### src/rtl/wall_clock_keeper_with_persist_top_defines.svh
// ----------------------------------------------------------------------------
// Wall-clock keeper assertion macros
// Shared concurrent assertion forms used at the end of the top level.
// ----------------------------------------------------------------------------
`ifndef WALL_CLOCK_KEEPER_WITH_PERSIST_TOP_DEFINES_SVH
`define WALL_CLOCK_KEEPER_WITH_PERSIST_TOP_DEFINES_SVH

// Same-cycle implication, checked outside of reset.
`define WCKP_ASSERT_NOW(lbl, ante, cons) \
    lbl: assert property (@(posedge i_clk) disable iff (!i_rst_n) (ante) |-> (cons)) \
        else $error("wall clock keeper check failed");

// Next-cycle implication, checked outside of reset.
`define WCKP_ASSERT_NEXT(lbl, ante, cons) \
    lbl: assert property (@(posedge i_clk) disable iff (!i_rst_n) (ante) |=> (cons)) \
        else $error("wall clock keeper check failed");

`endif

### src/rtl/wckp_pkg.sv
// ----------------------------------------------------------------------------
// Wall-clock keeper package
// Types, codes, reset values and helper functions shared by the block.
// ----------------------------------------------------------------------------
package wckp_pkg;

    // Default parameter values.
    localparam int WCKP_RATE_LOG2 = 3;
    localparam int WCKP_TICK_BITS = 48;

    // Register reset values.
    localparam logic [31:0] RST_MIN_EPOCH         = 32'd1704067200;
    localparam logic [31:0] RST_MAX_EPOCH         = 32'd4102444800;
    localparam logic [23:0] RST_PERSIST_INTERVAL  = 24'd2400;
    localparam logic [15:0] RST_MIN_PERSIST_DELTA = 16'd30;

    // Register indexes on the configuration port.
    localparam logic [1:0] REG_MIN_EPOCH         = 2'd0;
    localparam logic [1:0] REG_MAX_EPOCH         = 2'd1;
    localparam logic [1:0] REG_PERSIST_INTERVAL  = 2'd2;
    localparam logic [1:0] REG_MIN_PERSIST_DELTA = 2'd3;

    // Item function codes.
    typedef enum logic [2:0] {
        FN_TICK    = 3'd0,
        FN_SYNC    = 3'd1,
        FN_RESTORE = 3'd2,
        FN_FORCE   = 3'd3,
        FN_CONVERT = 3'd4
    } t_func;

    // Clock status codes.
    typedef enum logic [1:0] {
        ST_UNKNOWN = 2'd0,
        ST_STALE   = 2'd1,
        ST_FRESH   = 2'd2
    } t_status;

    // Configuration register set.
    typedef struct packed {
        logic [31:0] min_epoch;
        logic [31:0] max_epoch;
        logic [23:0] persist_interval;
        logic [15:0] min_persist_delta;
    } t_cfg;

    // One input item.
    typedef struct packed {
        logic [2:0]  func;
        logic [31:0] epoch_value;
        logic [47:0] query_ticks;
    } t_item;

    // True when the epoch lies inside the configured range.
    function automatic logic in_range(input t_cfg cfg, input logic [31:0] e);
        return (e >= cfg.min_epoch) && (e <= cfg.max_epoch);
    endfunction

    // Absolute difference of two epochs.
    function automatic logic [31:0] abs_diff(input logic [31:0] a, input logic [31:0] b);
        return (a >= b) ? (a - b) : (b - a);
    endfunction

endpackage

### src/rtl/wckp_cfg.sv
// ----------------------------------------------------------------------------
// Wall-clock keeper configuration registers
// APB-style register file holding the epoch range and the persist settings.
// ----------------------------------------------------------------------------
module wckp_cfg
    import wckp_pkg::*;
(
    input  logic        i_clk,
    input  logic        i_rst_n,
    input  logic        psel,
    input  logic        penable,
    input  logic        pwrite,
    input  logic [3:0]  paddr,
    input  logic [31:0] pwdata,
    output logic [31:0] prdata,
    output logic        pready,
    output t_cfg        o_cfg
);

    t_cfg       r_cfg;
    logic       wr_en;
    logic [1:0] reg_idx;

    assign pready  = 1'b1;
    assign wr_en   = psel && penable && pwrite;
    assign reg_idx = paddr[3:2];
    assign o_cfg   = r_cfg;

    // Register writes on the access cycle.
    always_ff @(posedge i_clk) begin
        if (!i_rst_n) begin
            r_cfg.min_epoch         <= RST_MIN_EPOCH;
            r_cfg.max_epoch         <= RST_MAX_EPOCH;
            r_cfg.persist_interval  <= RST_PERSIST_INTERVAL;
            r_cfg.min_persist_delta <= RST_MIN_PERSIST_DELTA;
        end else if (wr_en) begin
            case (reg_idx)
                REG_MIN_EPOCH:         r_cfg.min_epoch         <= pwdata;
                REG_MAX_EPOCH:         r_cfg.max_epoch         <= pwdata;
                REG_PERSIST_INTERVAL:  r_cfg.persist_interval  <= pwdata[23:0];
                REG_MIN_PERSIST_DELTA: r_cfg.min_persist_delta <= pwdata[15:0];
                default: ;
            endcase
        end
    end

    // Read data mux.
    always_comb begin
        case (reg_idx)
            REG_MIN_EPOCH:         prdata = r_cfg.min_epoch;
            REG_MAX_EPOCH:         prdata = r_cfg.max_epoch;
            REG_PERSIST_INTERVAL:  prdata = {8'd0, r_cfg.persist_interval};
            REG_MIN_PERSIST_DELTA: prdata = {16'd0, r_cfg.min_persist_delta};
            default:               prdata = 32'd0;
        endcase
    end

endmodule

### src/rtl/wckp_in_reg.sv
// ----------------------------------------------------------------------------
// Wall-clock keeper input register
// Captures one item per cycle while the stage is free and holds it until the core takes it.
// ----------------------------------------------------------------------------
module wckp_in_reg
    import wckp_pkg::*;
(
    input  logic        i_clk,
    input  logic        i_rst_n,
    input  logic        i_valid,
    input  logic [2:0]  i_func,
    input  logic [31:0] i_epoch_value,
    input  logic [47:0] i_query_ticks,
    input  logic        i_take,
    output logic        o_ready,
    output logic        o_valid,
    output t_item       o_item
);

    logic  r_valid;
    t_item r_item;

    // The stage is free when empty or when its item leaves this cycle.
    assign o_ready = !r_valid || i_take;
    assign o_valid = r_valid;
    assign o_item  = r_item;

    // Valid flag.
    always_ff @(posedge i_clk) begin
        if (!i_rst_n) begin
            r_valid <= 1'b0;
        end else if (i_valid && o_ready) begin
            r_valid <= 1'b1;
        end else if (i_take) begin
            r_valid <= 1'b0;
        end
    end

    // Item payload.
    always_ff @(posedge i_clk) begin
        if (i_valid && o_ready) begin
            r_item.func        <= i_func;
            r_item.epoch_value <= i_epoch_value;
            r_item.query_ticks <= i_query_ticks;
        end
    end

endmodule

### src/rtl/wckp_core.sv
// ----------------------------------------------------------------------------
// Wall-clock keeper core
// Clock state, combinational item update and the result register.
// ----------------------------------------------------------------------------
module wckp_core
    import wckp_pkg::*;
#(
    parameter int RATE_LOG2 = WCKP_RATE_LOG2,
    parameter int TICK_BITS = WCKP_TICK_BITS
) (
    input  logic        i_clk,
    input  logic        i_rst_n,
    input  t_cfg        i_cfg,
    input  logic        i_in_valid,
    input  t_item       i_item,
    output logic        o_take,
    output logic        o_valid,
    input  logic        i_ready,
    output logic [31:0] o_current_epoch,
    output logic [1:0]  o_time_state,
    output logic [31:0] o_secs_since_sync,
    output logic [31:0] o_uptime_secs,
    output logic        o_persist_write,
    output logic [31:0] o_persist_epoch,
    output logic [31:0] o_converted_epoch
);

    // Whole seconds from one tick count to a later one; zero if it lies before.
    function automatic logic [31:0] elapsed(input logic [TICK_BITS-1:0] now,
                                            input logic [TICK_BITS-1:0] from);
        logic [TICK_BITS-1:0] d;
        d = (now >= from) ? (now - from) : '0;
        return 32'(d >> RATE_LOG2);
    endfunction

    // Clock state.
    logic [TICK_BITS-1:0] r_tick, n_tick;
    logic [TICK_BITS-1:0] r_base_ticks, n_base_ticks;
    logic [31:0]          r_base_epoch, n_base_epoch;
    logic [TICK_BITS-1:0] r_sync_ticks, n_sync_ticks;
    logic                 r_sync_seen, n_sync_seen;
    logic [31:0]          r_saved_epoch, n_saved_epoch;
    logic [TICK_BITS-1:0] r_saved_at, n_saved_at;
    t_status              r_status, n_status;

    // Result register.
    logic        r_out_valid;
    logic [31:0] r_current_epoch, n_current_epoch;
    logic [1:0]  r_time_state;
    logic [31:0] r_secs_since_sync, n_secs_since_sync;
    logic [31:0] r_uptime_secs;
    logic        r_persist_write, n_persist_write;
    logic [31:0] r_persist_epoch, n_persist_epoch;
    logic [31:0] r_converted_epoch, n_converted_epoch;

    // Working signals.
    logic                 fire;
    t_func                fn;
    logic [31:0]          ev;
    logic [TICK_BITS-1:0] q_t;
    logic [TICK_BITS-1:0] tick_inc;
    logic [TICK_BITS-1:0] tick_sel;
    logic                 known;
    logic [31:0]          e_run;
    logic                 ev_ok;
    logic                 run_ok;
    logic                 delta_ok;
    logic [31:0]          conv_fwd;
    logic [31:0]          conv_back;
    logic                 due;

    // An item is processed when the result register is free or being drained.
    assign fire   = i_in_valid && (!r_out_valid || i_ready);
    assign o_take = fire;

    assign fn       = t_func'(i_item.func);
    assign ev       = i_item.epoch_value;
    assign q_t      = TICK_BITS'(i_item.query_ticks);
    assign tick_inc = r_tick + TICK_BITS'(1);
    assign tick_sel = (fn == FN_TICK) ? tick_inc : r_tick;

    // Running epoch at the tick count this item leaves behind.
    assign known = (r_status != ST_UNKNOWN) && (r_base_epoch != 32'd0);
    assign e_run = known ? (r_base_epoch + elapsed(tick_sel, r_base_ticks)) : 32'd0;

    // Save qualification.
    assign ev_ok    = in_range(i_cfg, ev);
    assign run_ok   = in_range(i_cfg, e_run);
    assign delta_ok = (r_saved_epoch == 32'd0) ||
                      (abs_diff(e_run, r_saved_epoch) >= {16'd0, i_cfg.min_persist_delta});
    assign due      = (tick_inc - r_saved_at) >= TICK_BITS'(i_cfg.persist_interval);

    // Conversion of a query tick count on either side of the base.
    assign conv_fwd  = r_base_epoch + 32'((q_t - r_base_ticks) >> RATE_LOG2);
    assign conv_back = 32'((r_base_ticks - q_t) >> RATE_LOG2);

    // Next state and result for the item in the input register.
    always_comb begin
        n_tick            = r_tick;
        n_base_ticks      = r_base_ticks;
        n_base_epoch      = r_base_epoch;
        n_sync_ticks      = r_sync_ticks;
        n_sync_seen       = r_sync_seen;
        n_saved_epoch     = r_saved_epoch;
        n_saved_at        = r_saved_at;
        n_status          = r_status;
        n_persist_write   = 1'b0;
        n_persist_epoch   = 32'd0;
        n_converted_epoch = 32'd0;
        n_current_epoch   = e_run;
        n_secs_since_sync = r_sync_seen ? elapsed(tick_sel, r_sync_ticks) : '1;
        case (fn)
            FN_TICK: begin
                n_tick = tick_inc;
                if (due) begin
                    n_saved_at = tick_inc;
                    if (known && run_ok && delta_ok) begin
                        n_persist_write = 1'b1;
                        n_persist_epoch = e_run;
                        n_saved_epoch   = e_run;
                    end
                end
            end
            FN_SYNC: begin
                if (ev_ok) begin
                    n_base_ticks      = r_tick;
                    n_base_epoch      = ev;
                    n_sync_ticks      = r_tick;
                    n_sync_seen       = 1'b1;
                    n_status          = ST_FRESH;
                    n_persist_write   = 1'b1;
                    n_persist_epoch   = ev;
                    n_saved_epoch     = ev;
                    n_saved_at        = r_tick;
                    n_current_epoch   = ev;
                    n_secs_since_sync = 32'd0;
                end
            end
            FN_RESTORE: begin
                if ((r_status == ST_UNKNOWN) && ev_ok) begin
                    n_base_epoch    = ev;
                    n_base_ticks    = r_tick;
                    n_saved_epoch   = ev;
                    n_status        = ST_STALE;
                    n_current_epoch = ev;
                end
            end
            FN_FORCE: begin
                if (known) begin
                    n_saved_at = r_tick;
                    if (run_ok) begin
                        n_persist_write = 1'b1;
                        n_persist_epoch = e_run;
                        n_saved_epoch   = e_run;
                    end
                end
            end
            FN_CONVERT: begin
                if (known) begin
                    if (q_t >= r_base_ticks) begin
                        n_converted_epoch = conv_fwd;
                    end else begin
                        n_converted_epoch = (r_base_epoch > conv_back) ?
                                            (r_base_epoch - conv_back) : 32'd0;
                    end
                end
            end
            default: ;
        endcase
    end

    // State registers.
    always_ff @(posedge i_clk) begin
        if (!i_rst_n) begin
            r_tick        <= '0;
            r_base_ticks  <= '0;
            r_base_epoch  <= 32'd0;
            r_sync_ticks  <= '0;
            r_sync_seen   <= 1'b0;
            r_saved_epoch <= 32'd0;
            r_saved_at    <= '0;
            r_status      <= ST_UNKNOWN;
        end else if (fire) begin
            r_tick        <= n_tick;
            r_base_ticks  <= n_base_ticks;
            r_base_epoch  <= n_base_epoch;
            r_sync_ticks  <= n_sync_ticks;
            r_sync_seen   <= n_sync_seen;
            r_saved_epoch <= n_saved_epoch;
            r_saved_at    <= n_saved_at;
            r_status      <= n_status;
        end
    end

    // Result valid flag.
    always_ff @(posedge i_clk) begin
        if (!i_rst_n) begin
            r_out_valid <= 1'b0;
        end else if (fire) begin
            r_out_valid <= 1'b1;
        end else if (i_ready) begin
            r_out_valid <= 1'b0;
        end
    end

    // Result payload.
    always_ff @(posedge i_clk) begin
        if (fire) begin
            r_current_epoch   <= n_current_epoch;
            r_time_state      <= n_status;
            r_secs_since_sync <= n_secs_since_sync;
            r_uptime_secs     <= 32'(n_tick >> RATE_LOG2);
            r_persist_write   <= n_persist_write;
            r_persist_epoch   <= n_persist_epoch;
            r_converted_epoch <= n_converted_epoch;
        end
    end

    assign o_valid           = r_out_valid;
    assign o_current_epoch   = r_current_epoch;
    assign o_time_state      = r_time_state;
    assign o_secs_since_sync = r_secs_since_sync;
    assign o_uptime_secs     = r_uptime_secs;
    assign o_persist_write   = r_persist_write;
    assign o_persist_epoch   = r_persist_epoch;
    assign o_converted_epoch = r_converted_epoch;

endmodule

### src/rtl/wall_clock_keeper_with_persist_top.sv
// ----------------------------------------------------------------------------
// Wall-clock keeper with persisted epoch, top level
// An item passes the input register, then the core's result register; back-pressure can hold either.
// Throughput: one item per cycle while the result output is not stalled.
// Reset: synchronous, active low; clears the clock state and both item stages
// and loads the register reset values. No clearing pass is needed.
// ----------------------------------------------------------------------------
`include "wall_clock_keeper_with_persist_top_defines.svh"

module wall_clock_keeper_with_persist_top
    import wckp_pkg::*;
#(
    parameter int RATE_LOG2 = WCKP_RATE_LOG2,
    parameter int TICK_BITS = WCKP_TICK_BITS
) (
    input  logic        i_clk,
    input  logic        i_rst_n,
    input  logic        psel,
    input  logic        penable,
    input  logic        pwrite,
    input  logic [3:0]  paddr,
    input  logic [31:0] pwdata,
    output logic [31:0] prdata,
    output logic        pready,
    input  logic        i_valid,
    output logic        o_ready,
    input  logic [2:0]  i_func,
    input  logic [31:0] i_epoch_value,
    input  logic [47:0] i_query_ticks,
    output logic        o_valid,
    input  logic        i_ready,
    output logic [31:0] o_current_epoch,
    output logic [1:0]  o_time_state,
    output logic [31:0] o_secs_since_sync,
    output logic [31:0] o_uptime_secs,
    output logic        o_persist_write,
    output logic [31:0] o_persist_epoch,
    output logic [31:0] o_converted_epoch
);

    t_cfg  cfg;
    t_item item;
    logic  item_valid;
    logic  take;
    logic  persist_in_range;
    logic  no_epoch;

    // Configuration registers.
    wckp_cfg u_cfg (
        .i_clk   (i_clk),
        .i_rst_n (i_rst_n),
        .psel    (psel),
        .penable (penable),
        .pwrite  (pwrite),
        .paddr   (paddr),
        .pwdata  (pwdata),
        .prdata  (prdata),
        .pready  (pready),
        .o_cfg   (cfg)
    );

    // Input item register.
    wckp_in_reg u_in_reg (
        .i_clk         (i_clk),
        .i_rst_n       (i_rst_n),
        .i_valid       (i_valid),
        .i_func        (i_func),
        .i_epoch_value (i_epoch_value),
        .i_query_ticks (i_query_ticks),
        .i_take        (take),
        .o_ready       (o_ready),
        .o_valid       (item_valid),
        .o_item        (item)
    );

    // Clock state and result register.
    wckp_core #(
        .RATE_LOG2 (RATE_LOG2),
        .TICK_BITS (TICK_BITS)
    ) u_core (
        .i_clk             (i_clk),
        .i_rst_n           (i_rst_n),
        .i_cfg             (cfg),
        .i_in_valid        (item_valid),
        .i_item            (item),
        .o_take            (take),
        .o_valid           (o_valid),
        .i_ready           (i_ready),
        .o_current_epoch   (o_current_epoch),
        .o_time_state      (o_time_state),
        .o_secs_since_sync (o_secs_since_sync),
        .o_uptime_secs     (o_uptime_secs),
        .o_persist_write   (o_persist_write),
        .o_persist_epoch   (o_persist_epoch),
        .o_converted_epoch (o_converted_epoch)
    );

    // Conditions used by the checks below.
    assign persist_in_range = (o_persist_epoch >= cfg.min_epoch) &&
                              (o_persist_epoch <= cfg.max_epoch);
    assign no_epoch         = (o_current_epoch == 32'd0) && (o_converted_epoch == 32'd0);

    // A requested write always carries an epoch inside the configured range.
    `WCKP_ASSERT_NOW(a_persist_in_range, o_valid && o_persist_write, persist_in_range)

    // Without a write request the stored value reads as zero.
    `WCKP_ASSERT_NOW(a_persist_idle_zero, o_valid && !o_persist_write, o_persist_epoch == 32'd0)

    // An unknown clock reports no epoch at all.
    `WCKP_ASSERT_NOW(a_unknown_no_epoch, o_valid && (o_time_state == ST_UNKNOWN), no_epoch)

    // An item taken by the core always shows up as a valid result next cycle.
    `WCKP_ASSERT_NEXT(a_take_gives_result, take, o_valid)

endmodule
### config.mk
export PLATFORM = sky130hd
export DESIGN_NAME = wall_clock_keeper_with_persist_top
export DESIGN_NICKNAME = d
export VERILOG_FILES = /design/src/rtl/wckp_pkg.sv /design/src/rtl/wckp_cfg.sv /design/src/rtl/wckp_in_reg.sv /design/src/rtl/wckp_core.sv /design/src/rtl/wall_clock_keeper_with_persist_top.sv
export VERILOG_INCLUDE_DIRS = /design/src /design/src/rtl
export SDC_FILE = /design/constraint.sdc
export NUM_CORES = 2
export LEC_CHECK = 0
export ABC_CLOCK_PERIOD_IN_PS = 18000
export BUFFER_PORTS_ARGS = -buffer_cell sky130_fd_sc_hd__buf_4
export CORE_ASPECT_RATIO = 0.6
export CORE_MARGIN = 5
export CORE_UTILIZATION = 39
export DETAILED_ROUTE_END_ITERATION = 10
export PLACE_DENSITY = 0.56
export RECOVER_POWER = 50
export SYNTH_ARGS = -nofsm -noshare
export SYNTH_HDL_FRONTEND = slang
export SYNTH_SLANG_ARGS = --single-unit
### constraint.sdc
create_clock -name i_clk -period 18 [get_ports i_clk]
set_clock_uncertainty 0.1 [all_clocks]
set_input_delay 2.7 -clock i_clk [delete_from_list [all_inputs] [get_ports i_clk]]
set_output_delay 2.7 -clock i_clk [all_outputs]
set_load 0.01 [all_outputs]
==> metrics.md <==
| Metric | Value |
|---|---|
| Result of the run | complete, but fails checks |
| Violations in the final reports | capacitance limit, slew limit |
| Count of synthesis-stage warnings from yosys | 0 |
| Met3 Usage GRT | 9.34% |
| Post-detail-place hpwl | 155000 um |
| Setup-failing EPs final | 0 |
| Final-report max-slew violation count | 673 |
| Post-layout net count | 6741 |
| CTS hold repair buffers | 0 |
| Num rows | 99 |
| Total routing resource utilization after global routing | between 20% and 30% |
| Core area | 0.122 mm^2 |
| Post-detailed-route via-to-cell ratio | 5.73 |
| Die Span Y | 282 um |
| Synthesis-stage register bit count | 611 |
| Post-synthesis instance area | 0.0482 mm^2 |
| Vias post-DR | 44300 |
| Clock tree from TritonCTS | yes |
| CP most frequent cell | sky130_fd_sc_hd__a21o_1 |
| Quantity of gates resized following cts | 0 |
| Post-placement setup slack | 0.941 ns |
| Post-Route WL | 194000 um |
| Maximum clock insertion buffer count | 3 |
| Most used routing layer in global routing | met1 |
| H-tree depth | 3 |
| Achievable Freq | 0.0585 GHz |
| Antenna violations before repair | 14 |
| TNS Setup | 0 ns |
| Largest net degree at the start of global routing | 133 |
| Seq/Total Area, Yosys | 30.5% |
| Number of global-route vias before repair | 40200 |
| Adder-Cell Fraction of Synth Area | 14.5% |
| Category of the most critical setup path | reg2reg |
| Slew HR | -365% |
| HP Start | u_core.r_base_ticks[45] |
| Max-capacitance violation count | 9 |
| Post-synth net total | 6566 |
| Clock buffers created by TritonCTS | between 60 and 70 |
| Critical path's top delay family | compound AO/OA/AOI/OAI gates |
| Number of sinks handled by clock tree synthesis | roughly 600 |
| Number of ports placed on the die boundary | approximately 320 |
| Most used flip-flop cell after synthesis | sky130_fd_sc_hd__dfxtp_1 |
| Post-CTS setup buffer count | 0 |
| Detailed-router iteration count before antenna repair | 6 |
| Number of distinct library cell variants in the gate-level netlist after synthesis | 102 |
| Mux share of post-synthesis cell area | 4.27% |
| Setup crit end kind | register |
| Reg-to-Reg Start | u_core.r_tick[11] |
| Total congestion overflow after global routing | 0 |
| Skew-Pair Late Insertion Delay | ~0.69 ns |
| Multi-input gate area in the final layout | 0.0307 mm^2 |
| Number of inserted filler cells in the final layout | 12400 |
| First DRT Iteration DRCs | about 5000 |
| Largest stage delay, worst path | 0.70 ns |
| Worst-path maximum fanout | 33 |
| Setup repair after global routing missed its margin | false |
| Cell at the slowest stage of the critical path | sky130_fd_sc_hd__a21oi_1 |
| Overall die width | 464 um |
| Post-route DRC | 0 |
| Number of flops mapped to enable cells by yosys | 246 |
| Area share of xor/xnor cells in the synthesized design | 7.04% |
| Final period util | 95.0% |
| Share of the synthesized area in compound gates (AO/OA/AOI/OAI) | 19.5% |
| Share of async-settable or async-resettable flops after synthesis | 0% |
| Crit path time final | 17.10 ns |
| Number of antenna-violating nets in the routed design | 0 |
| Critical path startpoint category | register |
| Cell area power density | 64.4 mW/mm^2 |
| Average routed wire per standard cell | 25.1 um |
| Syn avg cell area | 8.18 um^2 |
| CTS Root Cell | sky130_fd_sc_hd__clkbuf_16 |
| Required time at the worst-slack endpoint | 18.29 ns |
| Register clock-pin slew on the reported worst setup and hold paths | about 0.070 ns |
| Hold Crit Class | reg2reg |
| Largest family of logic cells by synthesized area | compound AO/OA/AOI/OAI gates |
| Port buffer count | 320 |
| Fraction of final layout cells sized beyond drive strength 1 | 7.28% |
| Die Area | 0.131 mm^2 |
| Bufs and invs on worst path | 3 |
| Crit path DAT | ~17 ns |
| Maximum vdd ir drop | ~0.06 mV |
| Least-Margin Pin Slew | 6.97 ns |
| Critical Path Start | u_core.r_tick[11] |
| Met2 track demand over resource in global routing | 37.8% |
| Storage cell area | 0.0147 mm^2 |
| Leakage power | between 20 and 25 nW |
| Effective utilization at floorplan | 39.4% |
| Met1 usage | 44.2% |
| RePlAce Congestion | 1.05 |
| Hold violation count in the final report | 0 |
| Instance count of the mapped netlist | 5887 |
| Worst Slack Setup Final | 0.904 ns |
| Area share of and/or/nand/nor cells after synthesis | a little under a fifth |
| Wire length of the first global-routing pass | ~280000 um |
| Post-synthesis to final-layout area growth | 11.8% |
==> where the power goes <==
part / leakage (nW) / total, W / internal (W) / switching, W
registers: 5.19 / 0.00151 / 0.00148 / 0.0000353
clock network: 1.13 / 0.00149 / 0.000835 / 0.000657
logic: 16.5 / 0.000464 / 0.000161 / 0.000303
total: 22.8 / 0.00347 / 0.00247 / 0.000995
==> logic make-up after synthesis <==
group | after synthesis
AOI/OAI and AO/OA | 1484
xor gates and xnor gates | 387
adders and majority gates | 553
buffers and inverters | 743
DFF | 611
muxes | 185
other | 1
and+or+nand+nor | 1923
==> placed cells by master, fill, tap and decap left out, types with 191 or more instances in the layout <==
| master | synthesis | final |
|---|---|---|
| sky130_fd_sc_hd__nand2_1 | 874 | 872 |
| sky130_fd_sc_hd__ha_1 | 547 | 547 |
| sky130_fd_sc_hd__a21oi_1 | 516 | 512 |
| sky130_fd_sc_hd__inv_1 | 442 | 442 |
| sky130_fd_sc_hd__nor2_1 | 408 | 406 |
| sky130_fd_sc_hd__dfxtp_1 | 365 | 365 |
| sky130_fd_sc_hd__o21ai_0 | 304 | 304 |
| sky130_fd_sc_hd__edfxtp_1 | 246 | 246 |
| sky130_fd_sc_hd__xnor2_1 | 217 | 217 |
| sky130_fd_sc_hd__a21o_1 | 208 | 208 |
| sky130_fd_sc_hd__clkbuf_1 | 251 | 191 |
==> Yosys cell counts, types with 16 or more instances <==
library cell | instances | area (um^2)
sky130_fd_sc_hd__a211oi_1 | 50 | 375
sky130_fd_sc_hd__inv_1 | 442 | 1660
sky130_fd_sc_hd__nor2b_1 | 84 | 526
sky130_fd_sc_hd__nor4_1 | 42 | 263
sky130_fd_sc_hd__edfxtp_1 | 246 | 7390
sky130_fd_sc_hd__or3_1 | 69 | 432
sky130_fd_sc_hd__or2_2 | 16 | 100
sky130_fd_sc_hd__o21a_1 | 48 | 360
sky130_fd_sc_hd__and2_1 | 28 | 175
sky130_fd_sc_hd__o22ai_1 | 16 | 100
sky130_fd_sc_hd__and3_1 | 32 | 200
sky130_fd_sc_hd__nand4_1 | 88 | 551
sky130_fd_sc_hd__nand3_1 | 108 | 541
sky130_fd_sc_hd__o21ai_0 | 304 | 1520
sky130_fd_sc_hd__o211ai_1 | 52 | 390
sky130_fd_sc_hd__nor3_1 | 67 | 335
sky130_fd_sc_hd__xnor2_1 | 217 | 1900
sky130_fd_sc_hd__a31oi_1 | 25 | 156
sky130_fd_sc_hd__a21o_1 | 208 | 1560
sky130_fd_sc_hd__mux4_2 | 16 | 360
sky130_fd_sc_hd__clkbuf_1 | 251 | 942
sky130_fd_sc_hd__nand2_1 | 874 | 3280
sky130_fd_sc_hd__buf_1 | 26 | 97.6
sky130_fd_sc_hd__ha_1 | 547 | 6840
sky130_fd_sc_hd__a21oi_1 | 516 | 2580
sky130_fd_sc_hd__dfxtp_1 | 365 | 7310
sky130_fd_sc_hd__o31ai_1 | 20 | 150
sky130_fd_sc_hd__o21bai_1 | 58 | 435
sky130_fd_sc_hd__nand2b_1 | 52 | 325
sky130_fd_sc_hd__mux2i_1 | 167 | 1670
sky130_fd_sc_hd__nor2_1 | 408 | 1530
sky130_fd_sc_hd__xor2_1 | 170 | 1490
==> routing by layer <==
metal	share of wire [%]	wire, um
met2	38	73100
met3	11	21400
met4	1.8	3540
met1	49	96000
met5	0.0046	9
==> tightest hold or removal path, cell delays in order (launching register included) <==
cell and delay, ns:
sky130_fd_sc_hd__dfxtp_1 0.30, sky130_fd_sc_hd__nand2_1 0.05, sky130_fd_sc_hd__a21oi_1 0.05
==> state kept, by name (all words and copies together), names as in the netlist, 2 cells and up <==
signal and flops:
u_core.r_saved_at 48, u_core.o_time_state 2, u_core.r_tick 48, u_core.o_converted_epoch 32, u_core.o_uptime_secs 32, u_core.r_base_epoch 32
u_cfg.o_cfg 104, u_core.o_current_epoch 32, u_core.r_saved_epoch 32, u_core.r_base_ticks 48, u_core.o_secs_since_sync 32, u_core.r_status 2
u_in_reg.o_item 83, u_core.r_sync_ticks 48, u_core.o_persist_epoch 32
==> final cells by class <==
type | count | share of cell area, %
Antenna cell | 4 | 0.0186
Clock buffer | 96 | 3.60
Multi-Input combinational cell | 4533 | 57.1
Sequential cell | 611 | 27.3
Inverter | 444 | 3.10
Tap cell | 1616 | 3.76
Timing Repair Buffer | 406 | 4.45
Clock inverter | 26 | 0.679
==> stage by stage <==
step           std cells  hold WS, ns  instance area, um^2  power (W)  utilization (%)
6_report            7736        0.354                53800    0.00347             44.1
3_3_place_gp        7610        0.344                52200    0.00200             42.7
5_1_grt             7736        0.370                53800    0.00359             44.1
2_1_floorplan       5887        0.336                48200    0.00181                -
4_1_cts             7732        0.355                54500    0.00349             44.6
3_5_place_dp        7610        0.346                52200    0.00200             42.7
==> worst paths after layout <==
path,end,slack (ns),cells past startpoint
worst max register to register,u_core.o_persist_epoch[20],0.90,57
worst min register to register,u_core.r_base_ticks[45],0.35,2
worst max-delay path,u_core.o_persist_epoch[20],0.90,57
worst min-delay path,u_core.r_base_ticks[45],0.35,2
No activity file was read; power rests on OpenSTA's default activity.
